**config.mk**
```make
export PLATFORM = sky130hd
export DESIGN_NAME = websocket_frame_deframer
export DESIGN_NICKNAME = d
export VERILOG_FILES = /design/src/wsdf_pkg.sv /design/src/wsdf_parser.sv /design/src/wsdf_queue.sv /design/src/websocket_frame_deframer.sv
export SDC_FILE = /design/constraint.sdc
export NUM_CORES = 1
export LEC_CHECK = 0
export BUFFER_PORTS_ARGS = -buffer_cell sky130_fd_sc_hd__buf_2
export CAP_MARGIN = 40
export CORE_MARGIN = 2
export CORE_UTILIZATION = 35
export DETAILED_ROUTE_END_ITERATION = 10
export SLEW_MARGIN = 10
export SYNTH_ARGS = -nofsm -noshare
export SYNTH_HDL_FRONTEND = slang
export SYNTH_SLANG_ARGS = --single-unit
```
**constraint.sdc**
```tcl
create_clock -name i_clk -period 8.4 [get_ports i_clk]
set_input_delay 0.42 -clock i_clk [delete_from_list [all_inputs] [get_ports i_clk]]
set_output_delay 0.42 -clock i_clk [all_outputs]
set_load 0.01 [all_outputs]
```
**src/wsdf_pkg.sv**
```systemverilog
`timescale 1ns / 1ps
// ----------------------------------------------------------------------------
// wsdf_pkg
// Shared types and constants for the WebSocket frame deframer.
// ----------------------------------------------------------------------------
package wsdf_pkg;

    localparam int LEN_W = 25;

    // error codes
    localparam logic [2:0] ERR_NONE     = 3'd0;
    localparam logic [2:0] ERR_OPCODE   = 3'd1;
    localparam logic [2:0] ERR_TOO_LONG = 3'd2;
    localparam logic [2:0] ERR_ORPHAN   = 3'd3;
    localparam logic [2:0] ERR_MID_FRAG = 3'd4;

    // opcodes
    localparam logic [3:0] OP_CONT  = 4'd0;
    localparam logic [3:0] OP_TEXT  = 4'd1;
    localparam logic [3:0] OP_BIN   = 4'd2;
    localparam logic [3:0] OP_CLOSE = 4'd8;
    localparam logic [3:0] OP_PING  = 4'd9;
    localparam logic [3:0] OP_PONG  = 4'd10;

    // header positions
    localparam logic [3:0] POS_B0      = 4'd0;
    localparam logic [3:0] POS_B1      = 4'd1;
    localparam logic [3:0] POS_EXT64   = 4'd2;
    localparam logic [3:0] POS_EXT16   = 4'd8;
    localparam logic [3:0] POS_EXTLAST = 4'd9;
    localparam logic [3:0] POS_KEY0    = 4'd10;
    localparam logic [3:0] POS_KEYLAST = 4'd13;
    localparam logic [3:0] POS_PAYLOAD = 4'd14;

    // one result request, front to back
    typedef struct packed {
        logic [7:0] data_byte;
        logic       has_byte;
        logic [3:0] msg_opcode;
        logic       is_control;
        logic       end_of_message;
        logic [2:0] error_code;
    } t_result;

endpackage

```
**src/wsdf_parser.sv**
```systemverilog
`timescale 1ns / 1ps
// ----------------------------------------------------------------------------
// wsdf_parser
// Front end: header parse, length checks, unmask; one byte per cycle.
// ----------------------------------------------------------------------------
module wsdf_parser (
    input  logic                      i_clk,
    input  logic                      i_rst_n,
    input  logic                      i_byte_valid,
    input  logic [7:0]                i_byte,
    input  logic [wsdf_pkg::LEN_W-1:0] i_max_len,
    output logic                      o_res_valid,
    output wsdf_pkg::t_result         o_res
);

    logic [3:0]  r_pos, n_pos;
    logic        r_fin, n_fin;
    logic [3:0]  r_op, n_op;
    logic        r_masked, n_masked;
    logic [63:0] r_len, n_len;
    logic [wsdf_pkg::LEN_W-1:0] r_rem, n_rem;
    logic [31:0] r_key, n_key;
    logic        r_frag, n_frag;
    logic [3:0]  r_fop, n_fop;
    logic [wsdf_pkg::LEN_W-1:0] r_ftot, n_ftot;
    logic        r_err, n_err;

    // length check operands
    logic [63:0] w_len;
    logic [wsdf_pkg::LEN_W:0] w_prior, w_room;
    logic        w_too_long;
    logic        w_ctl;
    logic [3:0]  w_msg_op;
    logic        w_do_len, w_do_start;
    logic [wsdf_pkg::LEN_W-1:0] w_rem_dec;

    always_comb begin
        n_pos = r_pos; n_fin = r_fin; n_op = r_op; n_masked = r_masked;
        n_len = r_len; n_rem = r_rem; n_key = r_key; n_frag = r_frag;
        n_fop = r_fop; n_ftot = r_ftot; n_err = r_err;
        o_res_valid = 1'b0;
        o_res = '0;
        w_len = r_len;
        w_do_len = 1'b0;
        w_do_start = 1'b0;
        w_ctl = r_op[3];
        w_msg_op = (r_op == wsdf_pkg::OP_CONT) ? r_fop : r_op;
        w_prior = '0;
        w_room = '0;
        w_too_long = 1'b0;
        w_rem_dec = r_rem - 1'b1;

        if (i_byte_valid && !r_err) begin
            if (r_pos == wsdf_pkg::POS_B0 || r_pos == 4'd15) begin
                // first header byte
                n_fin = i_byte[7];
                n_op  = i_byte[3:0];
                if (!(i_byte[3:0] <= wsdf_pkg::OP_BIN ||
                      (i_byte[3:0] >= wsdf_pkg::OP_CLOSE &&
                       i_byte[3:0] <= wsdf_pkg::OP_PONG))) begin
                    n_err = 1'b1;
                    o_res_valid = 1'b1;
                    o_res.error_code = wsdf_pkg::ERR_OPCODE;
                end else begin
                    n_pos = wsdf_pkg::POS_B1;
                end
            end else if (r_pos == wsdf_pkg::POS_B1) begin
                n_masked = i_byte[7];
                n_len = '0;
                if (i_byte[6:0] == 7'd126) begin
                    n_pos = wsdf_pkg::POS_EXT16;
                end else if (i_byte[6:0] == 7'd127) begin
                    n_pos = wsdf_pkg::POS_EXT64;
                end else begin
                    n_len = {57'd0, i_byte[6:0]};
                    w_len = n_len;
                    w_do_len = 1'b1;
                end
            end else if (r_pos <= wsdf_pkg::POS_EXTLAST) begin
                n_len = {r_len[55:0], i_byte};
                if (r_pos == wsdf_pkg::POS_EXTLAST) begin
                    w_len = n_len;
                    w_do_len = 1'b1;
                end else begin
                    n_pos = r_pos + 4'd1;
                end
            end else if (r_pos <= wsdf_pkg::POS_KEYLAST) begin
                n_key = {r_key[23:0], i_byte};
                if (r_pos == wsdf_pkg::POS_KEYLAST) begin
                    w_do_start = 1'b1;
                end else begin
                    n_pos = r_pos + 4'd1;
                end
            end else begin
                // payload byte
                o_res_valid = 1'b1;
                o_res.has_byte = 1'b1;
                o_res.msg_opcode = w_msg_op;
                o_res.is_control = w_ctl;
                o_res.data_byte = r_masked ? (i_byte ^ r_key[31:24]) : i_byte;
                if (r_masked) n_key = {r_key[23:0], r_key[31:24]};
                n_rem = w_rem_dec;
                if (w_rem_dec == '0) begin
                    o_res.end_of_message = w_ctl | r_fin;
                    n_pos = wsdf_pkg::POS_B0;
                    if (r_op == wsdf_pkg::OP_CONT && r_fin) begin
                        n_frag = 1'b0; n_fop = '0; n_ftot = '0;
                    end
                end
            end

            // length known: limit and fragment checks
            if (w_do_len) begin
                if (r_frag && r_op == wsdf_pkg::OP_CONT)
                    w_prior = {1'b0, r_ftot};
                w_room = {1'b0, i_max_len} - w_prior;
                w_too_long = (w_prior > {1'b0, i_max_len}) ||
                             (w_len > {{(64-wsdf_pkg::LEN_W-1){1'b0}}, w_room});
                if (w_too_long) begin
                    n_err = 1'b1;
                    o_res_valid = 1'b1;
                    o_res.error_code = wsdf_pkg::ERR_TOO_LONG;
                end else if (!w_ctl && r_op == wsdf_pkg::OP_CONT && !r_frag) begin
                    n_err = 1'b1;
                    o_res_valid = 1'b1;
                    o_res.error_code = wsdf_pkg::ERR_ORPHAN;
                end else if (!w_ctl && r_op != wsdf_pkg::OP_CONT && r_frag) begin
                    n_err = 1'b1;
                    o_res_valid = 1'b1;
                    o_res.error_code = wsdf_pkg::ERR_MID_FRAG;
                end else begin
                    if (!w_ctl) begin
                        if (r_op == wsdf_pkg::OP_CONT) begin
                            n_ftot = w_prior[wsdf_pkg::LEN_W-1:0] +
                                     w_len[wsdf_pkg::LEN_W-1:0];
                        end else if (!r_fin) begin
                            n_frag = 1'b1;
                            n_fop  = r_op;
                            n_ftot = w_len[wsdf_pkg::LEN_W-1:0];
                        end
                    end
                    if (n_masked) begin
                        n_key = '0;
                        n_pos = wsdf_pkg::POS_KEY0;
                    end else begin
                        w_do_start = 1'b1;
                    end
                end
            end

            // start of payload, or an empty frame
            if (w_do_start) begin
                if (w_len != '0) begin
                    n_rem = w_len[wsdf_pkg::LEN_W-1:0];
                    n_pos = wsdf_pkg::POS_PAYLOAD;
                end else begin
                    n_pos = wsdf_pkg::POS_B0;
                    if (w_ctl || r_fin) begin
                        o_res_valid = 1'b1;
                        o_res.msg_opcode = (r_op == wsdf_pkg::OP_CONT) ? n_fop : r_op;
                        o_res.is_control = w_ctl;
                        o_res.end_of_message = 1'b1;
                    end
                    if (r_op == wsdf_pkg::OP_CONT && r_fin) begin
                        n_frag = 1'b0; n_fop = '0; n_ftot = '0;
                    end
                end
            end
        end
    end

    always_ff @(posedge i_clk) begin
        if (!i_rst_n) begin
            r_pos <= '0; r_fin <= 1'b0; r_op <= '0; r_masked <= 1'b0;
            r_len <= '0; r_rem <= '0; r_key <= '0; r_frag <= 1'b0;
            r_fop <= '0; r_ftot <= '0; r_err <= 1'b0;
        end else begin
            r_pos <= n_pos; r_fin <= n_fin; r_op <= n_op; r_masked <= n_masked;
            r_len <= n_len; r_rem <= n_rem; r_key <= n_key; r_frag <= n_frag;
            r_fop <= n_fop; r_ftot <= n_ftot; r_err <= n_err;
        end
    end

`ifndef SYNTHESIS
    a_err_sticky: assert property (@(posedge i_clk) disable iff (!i_rst_n)
        r_err |=> r_err) else $error("error flag cleared");
    a_no_res_after_err: assert property (@(posedge i_clk) disable iff (!i_rst_n)
        r_err |-> !o_res_valid) else $error("result after error");
    a_err_res_empty: assert property (@(posedge i_clk) disable iff (!i_rst_n)
        (o_res_valid && o_res.error_code != wsdf_pkg::ERR_NONE) |-> !o_res.has_byte)
        else $error("error result carries a byte");
`endif

endmodule

```
**src/wsdf_queue.sv**
```systemverilog
`timescale 1ns / 1ps
// ----------------------------------------------------------------------------
// wsdf_queue
// Four-entry result queue between parser and output; reports free space.
// ----------------------------------------------------------------------------
module wsdf_queue (
    input  logic              i_clk,
    input  logic              i_rst_n,
    input  logic              i_wr,
    input  wsdf_pkg::t_result i_wr_data,
    output logic              o_valid,
    input  logic              i_rd,
    output wsdf_pkg::t_result o_rd_data,
    output logic              o_space
);

    wsdf_pkg::t_result r_mem [4];
    logic [1:0] r_wp, r_rp;
    logic [2:0] r_cnt;

    assign o_valid   = (r_cnt != 3'd0);
    assign o_rd_data = r_mem[r_rp];
    // one slot kept back for the request already in flight
    assign o_space   = (r_cnt < 3'd3);

    always_ff @(posedge i_clk) begin
        if (i_wr) r_mem[r_wp] <= i_wr_data;
    end

    always_ff @(posedge i_clk) begin
        if (!i_rst_n) begin
            r_wp <= '0; r_rp <= '0; r_cnt <= '0;
        end else begin
            if (i_wr) r_wp <= r_wp + 2'd1;
            if (i_rd && o_valid) r_rp <= r_rp + 2'd1;
            r_cnt <= r_cnt + {2'd0, i_wr} - {2'd0, i_rd && o_valid};
        end
    end

`ifndef SYNTHESIS
    a_no_overflow: assert property (@(posedge i_clk) disable iff (!i_rst_n)
        r_cnt <= 3'd4) else $error("queue overflow");
    a_no_full_write: assert property (@(posedge i_clk) disable iff (!i_rst_n)
        (r_cnt == 3'd4) |-> !i_wr || (i_rd && o_valid)) else $error("write to full queue");
    a_space_meaning: assert property (@(posedge i_clk) disable iff (!i_rst_n)
        o_space |-> r_cnt != 3'd4) else $error("space flag wrong");
`endif

endmodule

```
**src/websocket_frame_deframer.sv**
```systemverilog
`timescale 1ns / 1ps
// ----------------------------------------------------------------------------
// websocket_frame_deframer
// Receive-side WebSocket framing: parse headers, unmask, tag payload bytes.
// ----------------------------------------------------------------------------
// Usage:
//   s_axis: one raw stream byte per request in s_axis_tdata.
//   m_axis: one result per request; tdata holds data_byte, has_byte,
//     msg_opcode, is_control, end_of_message, error_code from bit 0 up.
//   i_cfg_we/i_cfg_wdata write max_message_bytes; write only while idle.
// Throughput: one byte per cycle while s_axis_tready is high; the parser
//   handles each byte in the cycle it is accepted. A result is registered
//   between parser and queue and is written into the queue from there.
// A four-entry queue decouples the parser from the output; s_axis_tready
//   drops only when the queue holds three or more results, so a stalled
//   receiver backs up into the input without loss.
// Reset (synchronous, active low) clears parser state and the queue and sets
//   the limit to 16777216. After an error the block emits one error result
//   and then drops input bytes until reset.
// ----------------------------------------------------------------------------
module websocket_frame_deframer (
    input  logic        i_clk,
    input  logic        i_rst_n,
    input  logic        s_axis_tvalid,
    output logic        s_axis_tready,
    input  logic [7:0]  s_axis_tdata,   // in_byte
    output logic        m_axis_tvalid,
    input  logic        m_axis_tready,
    output logic [23:0] m_axis_tdata,   // data_byte[7:0], has_byte, msg_opcode[3:0],
                                        // is_control, end_of_message, error_code[2:0]
    input  logic        i_cfg_we,
    input  logic [24:0] i_cfg_wdata     // max_message_bytes
);

    logic [24:0] r_max;
    logic        w_acc;
    logic        w_res_valid;
    wsdf_pkg::t_result w_res;
    logic        r_q_wr;
    wsdf_pkg::t_result r_q_data;
    wsdf_pkg::t_result w_q_out;
    logic        w_space;

    always_ff @(posedge i_clk) begin
        if (!i_rst_n) r_max <= 25'd16777216;
        else if (i_cfg_we) r_max <= i_cfg_wdata;
    end

    assign s_axis_tready = w_space;
    assign w_acc = s_axis_tvalid && s_axis_tready;

    wsdf_parser u_parser (
        .i_clk(i_clk), .i_rst_n(i_rst_n),
        .i_byte_valid(w_acc), .i_byte(s_axis_tdata), .i_max_len(r_max),
        .o_res_valid(w_res_valid), .o_res(w_res)
    );

    // register between parser and queue
    always_ff @(posedge i_clk) begin
        if (!i_rst_n) r_q_wr <= 1'b0;
        else          r_q_wr <= w_res_valid;
        r_q_data <= w_res;
    end

    wsdf_queue u_queue (
        .i_clk(i_clk), .i_rst_n(i_rst_n),
        .i_wr(r_q_wr), .i_wr_data(r_q_data),
        .o_valid(m_axis_tvalid), .i_rd(m_axis_tready),
        .o_rd_data(w_q_out), .o_space(w_space)
    );

    assign m_axis_tdata = {6'd0, w_q_out.error_code, w_q_out.end_of_message,
                           w_q_out.is_control, w_q_out.msg_opcode,
                           w_q_out.has_byte, w_q_out.data_byte};

endmodule
```
==> results by group <==
Synth
  • Compound-cell area share of the yosys netlist: 21.5%
  • Post-synthesis register bit count: 287
  • Register area share after synthesis: 39.2%
  • Synth Area in Adders: 7.04%
  • Main synth FF type: dfxtp_1
  • Top cells by area, synth: dfxtp_1 (26%), edfxtp_1 (13%), ha_1 (6.7%)
  • Synth async-reset ratio: 0%
  • Post-synthesis area per instance: 8.65 µm²
  • Leading area contributor after synthesis: dfxtp_1
  • Leading cell type by number of instances after synthesis: nand2_1
  • Post-synthesis mux area share: 4.60%
  • Simple-gate share of the synthesized area: 20.5%
  • Most frequent cells after synthesis: nand2_1 (218), dfxtp_1 (215), a21oi_1 (172)
  • EDFF count, synth: 72
  • Main combinational cell family by area after synthesis: compound AO/OA/AOI/OAI gates
  • Yosys Warn Count: 0
  • Synthesized area: 0.0165 mm²
  • Xor and xnor area share after synthesis: 2.55%
  • Post-Syn Instances: 1907
  • Fraction of post-synthesis cell area in the top cell type by area: 26.1%
  • Cell variety after synth: 87

STA
  • Final Setup Violations: 0
  • Setup TNS: 0 ns
  • Fin crit share: 90.0%
  • Final WS setup: 0.837 ns
  • Least-Margin Pin Slew: 0.875 ns
  • Post-route clock skew: 0.0351 ns
  • Relative slew slack: 41.6%
  • Endpoints failing hold: 0
  • Final Max Tran Viols: 0
  • Final min period: 7.56 ns
  • RSZ-0062 raised after global routing: no
  • Hold Worst Slack: 0.114 ns
  • Fmax: 132 MHz

Placed design
  • Buffers on Ports: 57
  • Post-DP HPWL: 34.6 mm
  • Dpl cells: 2485
  • Placer Congestion: 0.911
  • DP Worst Slack: 0.931 ns

Critical path
  • Cell mode on critical path: o21ai_0
  • Launching point of the worst reg2reg path: u_parser.r_op[3]
  • CP Launch Point: u_parser.r_op[3]
  • Crit. End Element: register
  • Path type of the worst setup path: register to register
  • Critical R2R Capture: u_parser.r_key[30]
  • Crit path required time: 8.83 ns
  • Startpoint Class: register
  • CP max stage cell: nor4_1
  • Worst reg2reg path depth: 24
  • Worst reg-to-reg setup slack: 0.84 ns
  • Critical path fanouts, max: 24
  • CP endpoint: u_parser.r_key[30]
  • Worst path max stage delay: 0.57 ns
  • Worst-path cell chain: nor4_4 -> and2_1 -> nand2_1 -> ha_1 -> nor2b_1 -> o21a_1 -> o21ai_0 -> a21oi_1 -> and4_1 -> o31ai_1 -> a31oi_1 -> a41oi_1 -> nor2b_1 -> o21ai_0 -> ha_1 -> a211o_1 -> a221oi_1 -> o21ai_0 -> a31oi_2 -> inv_1 -> nor4_1 -> nor2_1 -> and3_1 -> a22o_1
  • Critical path arrival: 7.99 ns

Floorplanning
  • Rows: 79
  • CORE AREA: 0.0466 mm²
  • Starting density of the core: 35.4%
  • Die ar.: 0.0489 mm²
  • Die H: 221 µm
  • # IOs: 64
  • Die X: 221 µm

Routing
  • Total Wirelength: 48.6 mm
  • DRT iter0 DRCs: 1379
  • Drc violations: 0
  • Initial DRT Pass Iterations: 5
  • Vias per cell: 5.75
  • Drt wl/cell: 19.1 µm
  • Detailed-route via count: 14.6k
  • Post-route ant nets: 0

Layout
  • P&R area growth vs syn: 12.6%
  • Inserted Diodes: 0
  • Post-layout nets: 2043
  • Non-filler instance count after layout: 2546
  • Share of layout cells above drive strength 1: 10.2%
  • Final core occ: 39.9%

Power and ir drop
  • PwrDens: 221 mW/mm²
  • P_leak: 0.00731 µW
  • Maximum VDD drop: 181 µV

Run
  • Max-cap violation count: 0

Global routing
  • Number of antenna violations at the first check in global routing: 1
  • Pin count of the biggest net entering global routing: 80
  • Vias in the first global route: 13.6k
  • Global-route wire length before repair: 76.5 mm
  • Gr usage total: 19.3%
  • GRT overflow: 0

Clocking
  • Clk root buf: clkbuf_16
  • Cts repair resizes: 0
  • Clock sinks: 287
  • Clock transition at the registers of the reported paths: 0.06 ns
  • Post-CTS setup buffers: 0
  • H-Tree Depth: 2
  • Maximum buffer depth of the clock tree: 3
  • Skew-Pair Late Insertion Delay: 0.56 ns
  • Num CTS Buffers: 34
  • CTS tree: yes
  • Cts hold-fix bufs: 0

Run status
  • Status: finished clean

Hold path
  • Hold WC Path Type: input port to register
state kept, by name (all words and copies together), names as in the netlist, 18 cells and up, named ones only:
name	count
u_queue.r_mem	72
u_parser.r_key	32
r_q_data	18
u_parser.r_rem	25
r_max	25
u_parser.r_len	64
u_parser.r_ftot	25
placed cells by master, fill, tap and decap left out, types with 11 or more instances in the layout:
cell type  count
a22oi_1       15
xor2_1        30
dfxtp_1      215
nand2_1      218
o211ai_1      13
a31oi_1       18
inv_1         61
and3_1        15
or3_1         15
nand4_1       16
xnor2_1       18
a21oi_1      172
buf_4         30
o22ai_1       31
a22o_1        37
a21o_1        34
nand3_1      118
edfxtp_1      72
ha_1          88
mux2i_1       32
or2_2         11
nor4_1        30
clkbuf_16     36
nand2b_1      14
buf_2         57
mux4_2        18
a211oi_1      28
nor2_1       140
nor3_1        51
o21ai_0       68
nor2b_1       11
o21a_1        22
and2_1        20
kinds of logic (layout without fill, tap and decap cells):
| group | count (synthesis) | after routing |
|---|---|---|
| XOR/XNOR | 48 | 48 |
| AND/OR/NAND/NOR | 701 | 701 |
| AO/OA/AOI/OAI | 538 | 538 |
| adder cells (fa/ha/maj) | 91 | 91 |
| other | 1 | 6 |
| multiplexers | 53 | 53 |
| flip-flops | 287 | 287 |
| buffers and inverters | 188 | 215 |
power by group:
group / leakage [µW] / switching (µW) / internal [µW] / total, µW
Clock: 0.000589 / 606 / 977 / 1580
Sequential: 0.00244 / 56.9 / 1470 / 1520
Combinational: 0.00428 / 658 / 346 / 1000
worst min path at each step:
stage               cells past startpoint         startpoint  slack (ns)           endpoint
floorplan                               2  u_parser.r_fop[3]        0.41  u_parser.r_fop[3]
global placement                        2  u_parser.r_fop[3]        0.43  u_parser.r_fop[3]
detailed placement                      2  u_parser.r_fop[3]        0.43  u_parser.r_fop[3]
CTS                                     3    i_cfg_wdata[15]        0.09          r_max[15]
global route                            3    i_cfg_wdata[24]        0.13          r_max[24]
finish                                  3    i_cfg_wdata[15]        0.11          r_max[15]
routing by layer:
| layer | global-route usage, % | up-vias | share of wire (%) |
|---|---|---|---|
| met5 | 0 | - | 0 |
| met4 | 7.08 | 0 | 3.2 |
| met3 | 3.28 | 103 | 7.4 |
| met2 | 30.0 | 518 | 45 |
| met1 | 26.7 | 6961 | 45 |
| li1 | - | 7057 | - |
stage by stage:
stage	power (µW)	instance area (µm²)
5_1_grt	4310	18600
2_1_floorplan	2250	16500
4_1_cts	4140	18600
3_5_place_dp	2540	17400
6_report	4110	18600
3_3_place_gp	2520	17300
layout make-up:
class                   instances  area, µm²
fillers                      4661      28000
flip-flops and latches        287       6470
well taps                     607        759
multi-input cells            1437       9330
repair buffers                 92        598
clock buffers                  46        978
inverters                      62        235
clock inverters                15        219
critical path: cells and delay by family (launching register included):
family | cells | cell delay (ns)
buffers and inverters | 1 | 0.14
AO/OA/AOI/OAI | 12 | 3.30
AND/OR/NAND/NOR | 9 | 2.92
flip-flops | 1 | 0.42
adder cells (fa/ha/maj) | 2 | 0.65
Power figures use the tool's default switching activity.
